## src/rtl/icdf_pkg.sv

```systemverilog
// Shared constants, widths and types for the inverse normal CDF pipeline.
// No dependencies; every rtl module imports this package.
package icdf_pkg;

  localparam int PROB_FRACTION_BITS   = 32;
  localparam int RESULT_FRACTION_BITS = 28;

  localparam int PROB_W   = 32;
  localparam int RESULT_W = 32;
  localparam int Q_W      = 32;  // folded tail value, up to 2^(PFB-1)
  localparam int E_W      = 5;   // msb index of q
  localparam int LOG_FRAC = 30;  // -log2(q) fraction bits, one squaring per bit
  localparam int NL2_W    = 36;  // -log2(q) in Q30
  localparam int U_W      = 38;  // -2 ln q in Q32
  localparam int T_W      = 27;  // t in Q24
  localparam int NUM_W    = 32;  // numerator, Q28
  localparam int DEN_W    = 34;  // denominator, Q28
  localparam int RAT_W    = 32;  // ratio, Q28

  localparam logic [27:0] LN2_Q28 = 28'd186065279;

  localparam logic [NUM_W-1:0] C0_Q28 =
    NUM_W'(((64'd2515517 << 28) + 64'd500000) / 64'd1000000);
  localparam logic [NUM_W-1:0] C1_Q28 =
    NUM_W'(((64'd802853 << 28) + 64'd500000) / 64'd1000000);
  localparam logic [NUM_W-1:0] C2_Q28 =
    NUM_W'(((64'd10328 << 28) + 64'd500000) / 64'd1000000);
  localparam logic [DEN_W-1:0] D0_Q28 =
    DEN_W'(((64'd1432788 << 28) + 64'd500000) / 64'd1000000);
  localparam logic [DEN_W-1:0] D1_Q28 =
    DEN_W'(((64'd189269 << 28) + 64'd500000) / 64'd1000000);
  localparam logic [DEN_W-1:0] D2_Q28 =
    DEN_W'(((64'd1308 << 28) + 64'd500000) / 64'd1000000);
  localparam logic [DEN_W-1:0] ONE_Q28 = DEN_W'(64'd1 << 28);

  // flags that ride along with every item
  typedef struct packed {
    logic neg;
    logic inv;
  } side_t;

endpackage

```

## src/rtl/icdf_sqrt.sv

```systemverilog
// t = floor(sqrt(u * 2^16)), one result bit per stage (restoring digit method).
// Depends on icdf_pkg.
module icdf_sqrt (
  input  logic                     clk_i,
  input  logic                     rst_ni,
  input  logic                     en_i,
  input  logic                     valid_i,
  input  logic [icdf_pkg::U_W-1:0] u_i,
  input  icdf_pkg::side_t          side_i,
  output logic                     valid_o,
  output logic [icdf_pkg::T_W-1:0] t_o,
  output icdf_pkg::side_t          side_o
);
  import icdf_pkg::*;

  localparam int V_W = U_W + 16;
  localparam int NS  = T_W;

  logic           vld_q [NS+1];
  logic [V_W-1:0] rem_q [NS+1];
  logic [T_W-1:0] r_q   [NS+1];
  side_t          sd_q  [NS+1];

  always_ff @(posedge clk_i or negedge rst_ni) begin
    if (!rst_ni) begin
      vld_q[0] <= 1'b0;
    end else if (en_i) begin
      vld_q[0] <= valid_i;
    end
  end

  always_ff @(posedge clk_i) begin
    if (en_i) begin
      rem_q[0] <= {u_i, 16'b0};
      r_q[0]   <= '0;
      sd_q[0]  <= side_i;
    end
  end

  for (genvar k = 1; k <= NS; k++) begin : g_bit
    localparam int B = NS - k;
    logic [V_W:0] dd;
    logic         take;
    // (r + 2^B)^2 - r^2
    assign dd   = ((V_W+1)'(r_q[k-1]) << (B + 1)) | ((V_W+1)'(1) << (2 * B));
    assign take = {1'b0, rem_q[k-1]} >= dd;

    always_ff @(posedge clk_i or negedge rst_ni) begin
      if (!rst_ni) begin
        vld_q[k] <= 1'b0;
      end else if (en_i) begin
        vld_q[k] <= vld_q[k-1];
      end
    end

    always_ff @(posedge clk_i) begin
      if (en_i) begin
        rem_q[k] <= take ? (rem_q[k-1] - dd[V_W-1:0]) : rem_q[k-1];
        r_q[k]   <= take ? (r_q[k-1] | (T_W'(1) << B)) : r_q[k-1];
        sd_q[k]  <= sd_q[k-1];
      end
    end
  end

  assign valid_o = vld_q[NS];
  assign t_o     = r_q[NS];
  assign side_o  = sd_q[NS];

  sqrt_rem_a: assert property (@(posedge clk_i) disable iff (!rst_ni)
    vld_q[NS] |-> (rem_q[NS] <= V_W'({r_q[NS], 1'b0})))
    else $error("sqrt remainder exceeds 2t");

endmodule

```

## config.mk

```make
export PLATFORM = sky130hd
export DESIGN_NAME = icdf_sqrt
export DESIGN_NICKNAME = d
export VERILOG_FILES = /design/src/rtl/icdf_pkg.sv /design/src/rtl/icdf_sqrt.sv
export SDC_FILE = /design/constraint.sdc
export NUM_CORES = 2
export LEC_CHECK = 0
export BUFFER_PORTS_ARGS = -buffer_cell sky130_fd_sc_hd__buf_2
export CORE_UTILIZATION = 30
export DETAILED_ROUTE_END_ITERATION = 10
export PLACE_DENSITY = 0.47
export SYNTH_ARGS = -nofsm -noshare
export SYNTH_HDL_FRONTEND = slang
export SYNTH_SLANG_ARGS = --single-unit
```

## constraint.sdc

```tcl
create_clock -name clk_i -period 4.61 [get_ports clk_i]
set_input_delay 0.461 -clock clk_i [delete_from_list [all_inputs] [get_ports clk_i]]
set_output_delay 0.461 -clock clk_i [all_outputs]
set_load 0.005 [all_outputs]
```

==> results.sh <==
export IMPL_status="finished with violations"
export IMPL_failed_checks="DRC"
export IMPL_cts_root_buf="clkbuf_16"
export IMPL_max_stage_delay_ns=0.73
export IMPL_syn_inst=6200
export IMPL_worst_slack_ns=0.493
export IMPL_cts_tree="done"
export IMPL_syn_area_um2=75800
export IMPL_synth_fa_ha_area_share_pct=6.55
export IMPL_first_global_vias=48000
export IMPL_rows=184
export IMPL_p_total_w=0.0414
export IMPL_synth_top_flop_cell="edfxtp_1"
export IMPL_period_share_pct=89.3
export IMPL_die_area_um2=255000
export IMPL_drt_iter0_drc=2946
export IMPL_ys_seq_area_share_pct=60.7
export IMPL_peakVddDrop_v=0.000318
export IMPL_synth_top_cell_area_share_pct=59.7
export IMPL_io_buffers=73
export IMPL_cap_violations=0
export IMPL_synth_enable_flop_cells=1509
export IMPL_die_h_um=505
export IMPL_drt_wl_total_um=168000
export IMPL_clkTransAtPathRegs_ns=0.06
export IMPL_timing_fmax_ghz=0.243
export IMPL_synth_simple_area_share_pct=11.9
export IMPL_synth_xor_area_share_pct=6.62
export IMPL_grt_overflow_total=0
export IMPL_worstPathArrival_ns=4.71
export IMPL_cp_max_fo=11
export IMPL_wl_per_cell_um=16.9
export IMPL_rsz0062_at_grt="no"
export IMPL_synth_distinct_cells=92
export IMPL_synthTopCellsByCount="1509 x edfxtp_1, 489 x inv_1, 456 x nand2_1, 396 x nor2_1, 386 x ha_1"
export IMPL_critPathRequiredTime_ns=5.21
export IMPL_synth_nets=6637
export IMPL_detail_route_antenna_nets=0
export IMPL_timing_final_crit_period_ns=4.12
export IMPL_synth_compound_area_share_pct=9.89
export IMPL_powerDensity_nw_per_um2=476
export IMPL_yosys_top_cells_area="edfxtp_1 60%, ha_1 6.4%, xor2_1 3.4%"
export IMPL_setup_tns_ns=0
export IMPL_clkPwrFrac_pct=33.8
export IMPL_async_flop_share_pct=1.82
export IMPL_grt_max_degree=192
export IMPL_vias=47100
export IMPL_clk_latency_ns=0.88
export IMPL_layout_area_overhead_vs_synth_pct=14.6
export IMPL_stdcell_area_um2=86900
export IMPL_firstDrtPassIters=10
export IMPL_die_w_um=505
export IMPL_clock_sinks=1537
export IMPL_coreArea_um2=251000
export IMPL_drive_gt1_share_pct=7.92
export IMPL_yosys_register_bits=1537
export IMPL_synth_top_family_by_area="simple AND/OR/NAND/NOR gates"
export IMPL_synth_top_area_cell="edfxtp_1"
export IMPL_p_leak_nw=32.6
export IMPL_track_usage_pct=13.0
export IMPL_whs_ns=0.137
export IMPL_setup_viol=0
export IMPL_cts_buffers=177
export IMPL_place_gp_congestion=0.854
export IMPL_post_route_drc_count=12
export IMPL_hp_class="input pin to flop"
export IMPL_yosysMostFrequentCell="edfxtp_1"
export IMPL_worst_slew_margin_rel_pct=19.0
export IMPL_via_per_inst=4.74
export IMPL_power_switching_w=0.0121
export IMPL_yosysWarnings=0
export IMPL_grt_first_pass_wirelength_um=265000
export IMPL_hpwl_um=125000
export IMPL_worst_pin_slew_ns=1.20
export IMPL_slew_violations=0
export IMPL_clk_path_buf_depth=3
export IMPL_startpoint_type="flop"
export IMPL_combPwrFrac_pct=19.7
export IMPL_syn_avg_cell_area_um2=12.2
export IMPL_cts_max_level=4
export IMPL_cp_end_kind="flop"
export IMPL_crit_path_cell_trace="inv_1 > ha_1 > a211oi_1 > o21bai_1 > o311a_1 > or4b_2 > a21oi_1 > nor2_1 > a21o_1 > or4_1 > xnor2_1"
export IMPL_fin_worst_skew_ns=0.0821
export IMPL_post_cts_buffers=0
export IMPL_grt_antenna_before_repair=2
export IMPL_finalHoldViolations=0
export IMPL_place_area_um2=80600
export IMPL_pin_count=74
export IMPL_fin_nets=6882
export IMPL_pwr_share_seq_pct=46.5
export IMPL_power_share_switching_pct=29.1
export IMPL_post_place_ws_ns=0.535
export IMPL_worstSetupPathType="flop to flop"
export IMPL_initial_core_util_pct=30.2
export IMPL_slowest_stage="or4b_2"
export IMPL_p_int_w=0.0293
export IMPL_synthMuxAreaShare_pct=1.28
==> flip-flops by register name, summed over array words and instances (netlist names) <==
name	count
rem_q	1075
valid_o	1
vld_q	27
sd_q	56
r_q	378
==> power by group through the flow <==
stage | clock network, W | logic [W] | registers (W)
final | 0.0140 | 0.00815 | 0.0193
after floorplan | 0 | 0.00610 | 0.0189
after CTS | 0.0145 | 0.00819 | 0.0193
after global placement | 0 | 0.00803 | 0.0196
after detailed placement | 0 | 0.00811 | 0.0196
after global routing | 0.0150 | 0.00911 | 0.0195
==> cells in the final DEF (no fill, tap or decap), drive strengths merged, types with 54 or more instances in the layout <==
cell	synthesis	final
a21o	151	151
nor3	168	168
mux2	77	77
nor4	159	159
clkbuf	90	217
o21a	70	70
xnor2	280	280
nand4	72	72
or4	54	54
o21ai	341	341
nor2	396	396
xor2	293	293
buf	25	139
a21oi	346	346
nand2	456	456
or3	80	80
ha	386	386
nand2b	78	78
clkinv	1	77
nor2b	57	57
inv	492	496
edfxtp	1509	1509
nand3	109	109
==> routing by layer <==
layer	track usage, %	part of all wire, %	vias up	wire (µm)
li1	-	-	23500	-
met1	15.0	42	22500	70900
met2	24.0	51	794	86000
met3	2.04	3.3	319	5530
met4	5.19	3.4	0	5800
met5	0	0	-	0
==> path summary, 6_finish.rpt <==
check | from | slack (ns) | depth (start not counted) | to
min reg2reg | sd_q[1][19] | 0.38 | 0 | sd_q[1][21]
max | r_q[24][4] | 0.49 | 11 | rem_q[1][539]
max in group asynchronous | rst_ni | 3.98 | 2 | vld_q[11]
min | en_i | 0.14 | 1 | rem_q[1][322]
min in group asynchronous | rst_ni | 0.23 | 2 | vld_q[1]
max reg2reg | r_q[24][4] | 0.49 | 11 | rem_q[1][539]
==> critical path, delay by kind of cell, from the launching register on <==
family	cells	cell delay [ns]
compound gates	5	1.47
xor+xnor	1	0.14
fa+ha+maj	1	0.31
buf+inv	1	0.07
flops	1	0.42
simple gates	3	1.42
==> cell type report <==
class,count,area (µm²)
clock buffers,217,4590
inverters,493,1850
flip-flops and latches,1537,46000
multi-input cells,4055,27500
well taps,3348,4190
diodes,1,2.50
repair buffers,181,1450
clock inverters,104,1280
fillers,24600,164000
==> through the flow <==
stage	cells	utilization (%)
2_1_floorplan	6200	-
3_3_place_gp	9572	32.1
3_5_place_dp	9572	32.1
4_1_cts	9935	34.6
5_1_grt	9936	34.6
6_report	9936	34.6
==> cells by family after synthesis <==
family / after synthesis
compound gates: 1208
xor+xnor: 573
fa+ha+maj: 393
simple gates: 1794
buf+inv: 608
flops: 1537
mux: 87
==> what timing repair did <==
action,CTS,global route
hold buffers,42,0
hold endpoints to repair,69,0
resized for setup,0,0
(Power assumes the default switching activity.)
